[src/rtl/compacting_key_value_table_unit_defines.svh]
// Assertion macros for the compacting key/value table unit.
`ifndef COMPACTING_KEY_VALUE_TABLE_UNIT_DEFINES_SVH
`define COMPACTING_KEY_VALUE_TABLE_UNIT_DEFINES_SVH

// Same-cycle implication, sampled on i_clk, off while i_rst_n is low.
`define KVT_ASSERT_NOW(label, ante, cons) \
    label: assert property (@(posedge i_clk) disable iff (!i_rst_n) (ante) |-> (cons)) \
        else $error("kvt assertion failed");

// Next-cycle implication, sampled on i_clk, off while i_rst_n is low.
`define KVT_ASSERT_NEXT(label, ante, cons) \
    label: assert property (@(posedge i_clk) disable iff (!i_rst_n) (ante) |=> (cons)) \
        else $error("kvt assertion failed");

`endif

[src/rtl/kvt_pkg.sv]
// Shared constants, codes and types of the compacting key/value table.
package kvt_pkg;

    localparam int MAX_ENTRIES = 64;
    localparam int KEY_BITS    = 64;
    localparam int VALUE_BITS  = 64;
    localparam int IDX_W       = $clog2(MAX_ENTRIES);
    localparam int CNT_W       = $clog2(MAX_ENTRIES + 1);

    localparam logic [2:0] ST_HIT      = 3'd0;
    localparam logic [2:0] ST_MISS     = 3'd1;
    localparam logic [2:0] ST_UPDATED  = 3'd2;
    localparam logic [2:0] ST_INSERTED = 3'd3;
    localparam logic [2:0] ST_REMOVED  = 3'd4;
    localparam logic [2:0] ST_NOOP     = 3'd5;
    localparam logic [2:0] ST_FULL     = 3'd6;

    localparam logic OP_GET = 1'b0;
    localparam logic OP_SET = 1'b1;

    typedef enum logic [1:0] {
        CELL_HOLD,
        CELL_SHIFT,
        CELL_UPDATE,
        CELL_INSERT
    } t_cell_op;

    typedef struct packed {
        t_cell_op               op;
        logic [IDX_W-1:0]       pos;
        logic [KEY_BITS-1:0]    key;
        logic [VALUE_BITS-1:0]  value;
        logic [CNT_W-1:0]       count;
    } t_cell_ctl;

endpackage

[src/rtl/kvt_cell.sv]
// One table slot: holds a key/value pair, compares, updates and shifts down.
module kvt_cell (
    input  logic                             i_clk,
    input  logic [kvt_pkg::IDX_W-1:0]        i_index,
    input  kvt_pkg::t_cell_ctl               i_ctl,
    input  logic [kvt_pkg::KEY_BITS-1:0]     i_next_key,
    input  logic [kvt_pkg::VALUE_BITS-1:0]   i_next_value,
    output logic [kvt_pkg::KEY_BITS-1:0]     o_key,
    output logic [kvt_pkg::VALUE_BITS-1:0]   o_value,
    output logic                             o_match
);

    logic [kvt_pkg::KEY_BITS-1:0]   r_key;
    logic [kvt_pkg::VALUE_BITS-1:0] r_value;
    logic [kvt_pkg::KEY_BITS-1:0]   n_key;
    logic [kvt_pkg::VALUE_BITS-1:0] n_value;
    logic                           w_live;

    assign w_live  = {1'b0, i_index} < kvt_pkg::CNT_W'(i_ctl.count);
    assign o_match = w_live && (r_key == i_ctl.key);
    assign o_key   = r_key;
    assign o_value = r_value;

    always_comb begin
        n_key   = r_key;
        n_value = r_value;
        case (i_ctl.op)
            kvt_pkg::CELL_SHIFT: begin
                if (i_index >= i_ctl.pos) begin
                    n_key   = i_next_key;
                    n_value = i_next_value;
                end
            end
            kvt_pkg::CELL_UPDATE: begin
                if (i_index == i_ctl.pos) begin
                    n_value = i_ctl.value;
                end
            end
            kvt_pkg::CELL_INSERT: begin
                if (i_index == i_ctl.pos) begin
                    n_key   = i_ctl.key;
                    n_value = i_ctl.value;
                end
            end
            default: begin
            end
        endcase
    end

    always_ff @(posedge i_clk) begin
        r_key   <= n_key;
        r_value <= n_value;
    end

endmodule

[config.mk]
export PLATFORM = sky130hd
export DESIGN_NAME = kvt_cell
export DESIGN_NICKNAME = d
export VERILOG_FILES = /design/src/rtl/compacting_key_value_table_unit_defines.svh /design/src/rtl/kvt_pkg.sv /design/src/rtl/kvt_cell.sv
export SDC_FILE = /design/constraint.sdc
export NUM_CORES = 1
export LEC_CHECK = 0
export ABC_AREA = 1
export ABC_CLOCK_PERIOD_IN_PS = 12800
export BUFFER_PORTS_ARGS = -buffer_cell sky130_fd_sc_hd__clkbuf_2
export CAP_MARGIN = 20
export CELL_PAD_IN_SITES_DETAIL_PLACEMENT = 1
export CELL_PAD_IN_SITES_GLOBAL_PLACEMENT = 1
export CORE_AREA = 2 2 156 158
export DETAILED_ROUTE_END_ITERATION = 7
export DIE_AREA = 0 0 158 160
export PLACE_DENSITY_LB_ADDON = 0.1
export SYNTH_ARGS = -nofsm -noshare
export SYNTH_HDL_FRONTEND = slang
export SYNTH_SLANG_ARGS = --single-unit
[constraint.sdc]
create_clock -name i_clk -period 12.8 [get_ports i_clk]
set_input_delay 1.92 -clock i_clk [delete_from_list [all_inputs] [get_ports i_clk]]
set_output_delay 1.92 -clock i_clk [all_outputs]
set_load 0.005 [all_outputs]
# ---- After elaboration in Yosys (flattened, before gate mapping)
# Cells that the tools add are included.
dict set report word_totals {
  ff_bits 128
  in_bits 278
  wordCells 24
}
dict set report op_classes {
  n_lt_le_gt_ge 2
  n_eq_ne 8
  muxes 6
  reduce_logical 6
}
# operator count
set op_table {}
lappend op_table {{$mux 64} 4}
lappend op_table {{$pmux 64 s2} 2}
lappend op_table {{$eq 64x64->1} 1}
lappend op_table {{$lt 6x7->1} 1}
lappend op_table {{$eq 6x6->1} 1}
lappend op_table {{$ge 6x6->1} 1}
lappend op_table {{$reduce_and 3->1} 2}
lappend op_table {{$eq 2x2->1 const B} 2}
lappend op_table {{$ne 2x2->1 const B} 2}
lappend op_table {{$reduce_bool 2->1} 2}
lappend op_table {{$eq 2x1->1 const B} 1}
lappend op_table {{$ne 2x1->1 const B} 1}
lappend op_table {{$reduce_or 2->1} 1}
lappend op_table {{$logic_and 1x1->1} 1}

# ---- Depth between registers and ports, before layout
# Gate-level depths: netlist (run 1).
dict set report logic_depth {
  depth_word 4
  ltp_mapped 11
  ltp_nobuf 11
}

# ---- Worst setup path after synthesis (run 1)
# Ideal clock, no wire load.
dict set report synth_timing {
  kind {input-to-reg}
  from {in i_ctl[140] (netlist bit)}
  to {reg r_value (netlist bit o_value[0]) (enable)}
  t_arrival_ps 5763
  required_ps 12293
  setup_slack_ps 6529
  stages 8
  cell_sequence {inv_1 -> ha_1 -> nand2_1 -> nor2_1 -> o21ai_0 -> o211ai_1 -> a21oi_1 -> a21oi_1}
}
dict set report synth_via {
  elab_chain_cells 3
  elab_cells_between_ends 5
  cone_classes {order compare (1); eq/ne (3); reduce/logical (1)}
}
# item line
set synth_rtl {}
lappend synth_rtl {{start, declared} kvt_cell.sv:5} ;# input kvt_pkg::t_cell_ctl i_ctl,
lappend synth_rtl {{$ge 6x6->1 or $eq 6x6->1 (tied branches)} {kvt_cell.sv:29, kvt_cell.sv:35, kvt_cell.sv:40}}
lappend synth_rtl {{$ne 2x2->1 (no line) or $ne 2x1->1 (tied branches)} n/a}
lappend synth_rtl {{$reduce_and 3->1 (no line) (*)} n/a}
lappend synth_rtl {{end signal, assigned} kvt_cell.sv:52} ;# r_value <= n_value;
lappend synth_rtl {{end, declared} kvt_cell.sv:14} ;# logic [kvt_pkg::VALUE_BITS-1:0] r_value;
# Mark *: on every way between the ends. The rest lies on a longest branch, timed or not.
# A chain may end at the register's enable or synchronous reset.

# ---- Worst setup path after layout (run 1)
dict set report layout_timing {
  from {in i_index[4] (netlist bit)}
  to {out o_match}
}
dict set report layout_via {
  elab_chain_cells 2
}
# item line
set layout_rtl {}
lappend layout_rtl {{start, declared} kvt_cell.sv:4} ;# input logic [kvt_pkg::IDX_W-1:0] i_index,
lappend layout_rtl {{$lt 6x7->1} kvt_cell.sv:19} ;# assign w_live = {1'b0, i_index} < kvt_pkg::CNT_W'(i_ctl.count);
lappend layout_rtl {{$logic_and 1x1->1} kvt_cell.sv:20} ;# assign o_match = w_live && (r_key == i_ctl.key);
lappend layout_rtl {{end, declared} kvt_cell.sv:10} ;# output logic o_match
# No other way between the ends.

==> results of run 1 <==
-- worst max-delay path by stage --
stage	endpoint	from	slack [ns]
floorplan	o_value[0]	i_ctl[140]	6.53
finish	o_match	i_index[4]	7.71
global route	o_match	i_index[4]	7.49
CTS	o_match	i_index[4]	7.67
global placement	o_match	i_index[4]	7.71
detailed placement	o_match	i_index[4]	7.68
-- power groups by stage --
| stage | logic (mW) | registers, mW | clock network, mW |
|---|---|---|---|
| after floorplan | 0.0789 | 0.539 | 0 |
| after global placement | 0.193 | 0.533 | 0 |
| after detailed placement | 0.195 | 0.535 | 0 |
| after CTS | 0.197 | 0.526 | 0.524 |
| after global routing | 0.219 | 0.530 | 0.540 |
| final | 0.191 | 0.525 | 0.509 |
-- placed cells by master (no fill, tap or decap), types with 2 or more instances in the layout --
cell        netlist  layout
clkbuf_16         0      17
nand2_1         397     397
o21ai_0          55      55
clkinvlp_4        0       2
mux2_1            4       4
mux2_2           10      10
nand4_1           2       2
nor2_1           39      38
inv_1           114     113
inv_6             0       4
clkinv_4          0       4
ha_1             11      11
o22ai_1           3       3
a21oi_1           6       5
nand3_1           6       6
buf_4             0       5
nor2_2            2       2
clkbuf_2          0     406
xnor2_1          10      10
bufinv_16         0       3
o21ai_1           3       3
edfxtp_1        128     128
-- through the flow --
step	area, sq um	util (%)
2_1_floorplan	6860	-
3_3_place_gp	9220	38.7
3_5_place_dp	9220	38.7
4_1_cts	9830	41.3
5_1_grt	9830	41.3
6_report	9830	41.3
-- logic make-up after synthesis --
logic type | after synthesis | synth area share, %
flops | 128 | 56.0
simple gates | 450 | 25.0
mux | 14 | 2.30
compound gates | 68 | 5.05
xor+xnor | 11 | 1.40
fa+ha+maj | 11 | 2.01
buf+inv | 140 | 8.21
-- metal layers --
| layer | vias to the layer above | track usage [%] |
|---|---|---|
| met5 | - | 0 |
| met4 | 0 | 6.67 |
| met3 | 32 | 7.08 |
| met2 | 243 | 35.7 |
| met1 | 3046 | 20.4 |
| li1 | 3393 | - |
-- state kept, by name, indices dropped and copies added, names as in the netlist --
signal / count
o_key: 64
o_value: 64
-- worst max-delay path, delay by kind of cell --
family | cells | cell delay [ns]
buffers and inverters | 2 | 0.24
AO/OA/AOI/OAI | 1 | 0.15
AND/OR/NAND/NOR | 6 | 0.55
adder cells (fa/ha/maj) | 1 | 0.30
-- layout make-up --
type	instances	share of cell area, %
Sequential cell	128	39.1
Multi-Input combinational cell	554	25.2
Timing Repair Buffer	411	21.0
Clock buffer	18	4.36
Inverter	114	4.35
Tap cell	324	4.12
Clock inverter	14	1.83
==> impl_metrics.tcl, run 1 <==
set metrics [dict create \
    worst_path_most_repeated_cell "nor2_1" \
    yosys_warnings 0 \
    first_pass_iters 4 \
    slew_headroom_pct 37.3 \
    layout.nets 1515 \
    htreeDepth 4 \
    antenna_left 0 \
    setup_viol_count_final 0 \
    highest_layer "met4" \
    p_int_mw 0.904 \
    pwr-share-seq_pct 42.9 \
    num-fill-cells 3061 \
    grt_max_degree 92 \
    die_h_um 160 \
    synth_largest_area_cell "edfxtp_1" \
    drv_slew 0 \
    crit_arrival_ns 3.17 \
    synth_top_cells_by_count "nand2_1 (397), edfxtp_1 (128), inv_1 (114)" \
    cp_max_fo 2 \
    synth-async-reset-ratio_pct 0 \
    cp.required_ns 10.88 \
    synth_seq_cells 128 \
    hold_viol 0 \
    period_share_pct 39.8 \
    regArea_sq_um 3840 \
    drc 0 \
    grt_use_total_pct 19.5 \
    p_switching_mw 0.321 \
    hold_depth 3 \
    tightest_slew_ns 0.941 \
    start_util_pct 28.8 \
    setup_tns_ns 0 \
    cts_hold_buf 0 \
    hpwl_mm 19.4 \
    portBuffers 406 \
    gp_congestion 0.778 \
    antenna_cells 0 \
    fp.coreArea_sq_um 23800 \
    clockBufferDepth 2 \
    clkPwrFrac_pct 41.5 \
    maxCapViolCount 0 \
    p_leak_nw 5.25 \
    whs_ns 1.76 \
    synth_nets 1111 \
    clock_sinks 128 \
    cp_cell_sequence "clkbuf_2 -> ha_1 -> a21oi_1 -> nor2_1 -> nor2_1 -> nand3_1 -> nor2_2 -> nand2_1 -> nor2_1 -> clkbuf_2" \
    irDropWorstVdd_v 0.0000630 \
    std_cell_rows 57 \
    grt_pass1_wl_mm 37.2 \
    wl_met3_mm 2.25 \
    clkTransAtPathRegs_ns 0.07 \
    dieArea_sq_um 25300 \
    multi_input_area_sq_um 2480 \
    routed_wl_mm 24.4 \
    vias_per_cell 4.30 \
    crit_type "input port to output port" \
    min_from "i_next_value[42]" \
    wire_per_inst_um 15.6 \
    netlist.area_leader.share_pct 56.0 \
    synth_cells 822 \
    syn_avg_cell_area_sq_um 8.35 \
    place_ws_ns 7.68 \
    netSwitchingFraction_pct 26.2 \
    ys.flop_type "edfxtp_1" \
    rsz0062_at_grt "false" \
    p_total_mw 1.23 \
    cp-start-kind "input port" \
    hold_path.class "input port to flop" \
    area_growth_pct 43.3 \
    dr_total_vias 6714 \
    fin_crit_ns 5.09 \
    netlist_top_cells_area "edfxtp_1 (56%), nand2_1 (22%), inv_1 (6.2%)" \
    wl_met2_mm 12.8 \
    post_cts_buffers 0 \
    synthDistinctLibCells 24 \
    dp_cells 1531 \
    cp_slowest_cell "ha_1" \
    drive_above_1_share_pct 37.0 \
    post_cts_resized 0 \
    syn_area_sq_um 6860 \
    antenna_found_initial 0 \
    yosysMostFrequentCell "nand2_1" \
    min_to "o_value[42]" \
    cts-root-buf "clkbuf_16" \
    status "complete, no violations" \
    grt_overflow 0 \
    p_comb_share_pct 15.6 \
    power_density_nw_per_um2 125 \
    grt_pass1_vias 7011 \
    wl_met1_mm 8.88 \
    max_freq_mhz 196 \
    fin_ws_ns 7.71 \
    io_pins 407 \
    worst_path_largest_cell_delay_ns 0.30 \
    synth_edf_count 128 \
    cts_tree "done" \
    die_w_um 158 \
    cts_inserted_buffers 17 \
    fin_cells 1563 \
    end_kind "output port" \
    seq_area_frac_synth_pct 56.0 \
    drt_iter0_markers 292 \
]
No activity file was read; power rests on OpenSTA's default activity.
==> run 2: changes to the inputs <==
--- a/config.mk
+++ b/config.mk
@@ -6,14 +6,14 @@
 export NUM_CORES = 1
 export LEC_CHECK = 0
 export ABC_AREA = 1
-export ABC_CLOCK_PERIOD_IN_PS = 12800
+export ABC_CLOCK_PERIOD_IN_PS = 4250
 export BUFFER_PORTS_ARGS = -buffer_cell sky130_fd_sc_hd__clkbuf_2
 export CAP_MARGIN = 20
 export CELL_PAD_IN_SITES_DETAIL_PLACEMENT = 1
 export CELL_PAD_IN_SITES_GLOBAL_PLACEMENT = 1
-export CORE_AREA = 2 2 156 158
+export CORE_MARGIN = 2
+export CORE_UTILIZATION = 27
 export DETAILED_ROUTE_END_ITERATION = 7
-export DIE_AREA = 0 0 158 160
 export PLACE_DENSITY_LB_ADDON = 0.1
 export SYNTH_ARGS = -nofsm -noshare
 export SYNTH_HDL_FRONTEND = slang
==> constraint.sdc (replaced) <==
create_clock -name i_clk -period 4.25 [get_ports i_clk]
set_input_delay 0.6375 -clock i_clk [delete_from_list [all_inputs] [get_ports i_clk]]
set_output_delay 0.6375 -clock i_clk [all_outputs]
set_load 0.005 [all_outputs]
==> run 2 against run 1 <==
  * Core utilization decreased by 1.9 points
  * Highest routed layer is now met5
  * Non-clock buffer count increased by 2
  * Sequential power increased to 3.0 times the previous value
  * Largest power group unchanged
==> impl_metrics.tcl, run 2 (synthesis gave the netlist of run 1 again) <==
set metrics [dict create \
    status "complete, no violations" \
    cts-root-buf "clkbuf_16" \
    drive_above_1_share_pct 37.2 \
    cp_cell_sequence "clkbuf_2 -> ha_1 -> a21oi_1 -> nor2_1 -> nor2_1 -> nand3_1 -> nor2_2 -> nand2_1 -> nor2_1 -> clkbuf_2" \
    finish.utilization_pct 39.4 \
    dpl_cell_area_sq_um 9260 \
    vias_per_cell 4.26 \
    cpLargestDelayFamily "simple AND/OR/NAND/NOR gates" \
    first_pass_iters 4 \
    dieArea_sq_um 26700 \
    dp_cells 1539 \
    cp_slowest_cell "ha_1" \
    grt_pass1_vias 6973 \
    grt_use_total_pct 18.6 \
    crit_type "input port to output port" \
    htreeDepth 4 \
    fin_crit_ns 2.52 \
    layout_common_cells "clkbuf_2 (406), nand2_1 (397), edfxtp_1 (128)" \
    min_from "i_next_value[59]" \
    dr_total_vias 6696 \
    end_kind "output port" \
    power_density_nw_per_um2 373 \
    antenna_left 0 \
    wire_per_inst_um 15.9 \
    hold_path.class "input port to flop" \
    cp.required_ns 3.61 \
    setup_viol_count_final 0 \
    routed_wl_mm 25.0 \
    p_total_mw 3.68 \
    grt_use_met2_pct 33.4 \
    cts_tree "done" \
    clkTransAtPathRegs_ns 0.07 \
    slew_headroom_pct 33.6 \
    drv_slew 0 \
    die_h_um 163 \
    post_cts_resized 0 \
    layout_commonest_cell "clkbuf_2" \
    design_area_sq_um 9860 \
    cp_max_fo 2 \
    irDropWorstVdd_v 0.000213 \
    clockBufferDepth 2 \
    grtUsageMet1_pct 19.7 \
    grt_overflow 0 \
    cp-start-kind "input port" \
    cp.buffers_inverters 2 \
    rsz0062_at_grt "false" \
    hpwl_mm 20.1 \
    hold_viol 0 \
    layout.nets 1517 \
    startpoint "i_index[4]" \
    post_cts_buffers 0 \
    worst_path_largest_cell_delay_ns 0.31 \
    multi_input_area_sq_um 2480 \
    drt_iter0_markers 231 \
    maxCapViolCount 0 \
    cts_inserted_buffers 17 \
    p_leak_nw 5.25 \
    gp_congestion 0.776 \
    io_pins 407 \
    max_freq_mhz 396 \
    use_met3_pct 6.93 \
    regArea_sq_um 3840 \
    worst_path_most_repeated_cell "nor2_1" \
    period_share_pct 59.4 \
    cts_hold_buf 0 \
    num-fill-cells 3147 \
    crit_arrival_ns 1.89 \
    std_cell_rows 58 \
    setup_tns_ns 0 \
    fp.coreArea_sq_um 25000 \
    drc 0 \
    antenna_found_initial 1 \
    die_w_um 163 \
    grt_pass1_wl_mm 37.3 \
    start_util_pct 27.4 \
    portBuffers 406 \
    area_growth_pct 43.7 \
    top_usage_layer "met2" \
    fin_cells 1572 \
    clock_sinks 128 \
    grt_max_degree 92 \
    tightest_slew_ns 0.996 \
]
-- run 2: area by class of cell --
type | instances | area share [%]
Sequential cell | 128 | 39.0
Multi-Input combinational cell | 554 | 25.1
Timing Repair Buffer | 413 | 21.3
Inverter | 114 | 4.34
Clock buffer | 17 | 4.31
Tap cell | 330 | 4.19
Clock inverter | 15 | 1.76
Antenna cell | 1 | 0.0254
-- run 2: final timing paths --
path                           to  slack, ns  cells past startpoint
worst min-delay path  o_value[59]       0.48                      3
worst max-delay path      o_match       1.73                     10
-- run 2: where the power goes --
| group | internal [mW] | switching, mW | leakage [nW] |
|---|---|---|---|
| clock network | 0.884 | 0.629 | 0.282 |
| logic | 0.261 | 0.323 | 3.81 |
| registers | 1.53 | 0.0496 | 1.16 |
| total | 2.68 | 1.00 | 5.25 |
-- run 2: through the flow --
stage	worst slack (ns)	hold slack (ns)
finish	1.73	0.480
global route	1.54	0.470
detailed placement	1.40	0.907
global placement	1.45	0.903
CTS	1.70	0.455
floorplan	0.689	0.816
-- run 2: metal layers --
layer  wire, um  up-vias
met2      12500      255
met1       9390     3006
met4        710        2
met5         13        -
li1           -     3395
met3       2340       38
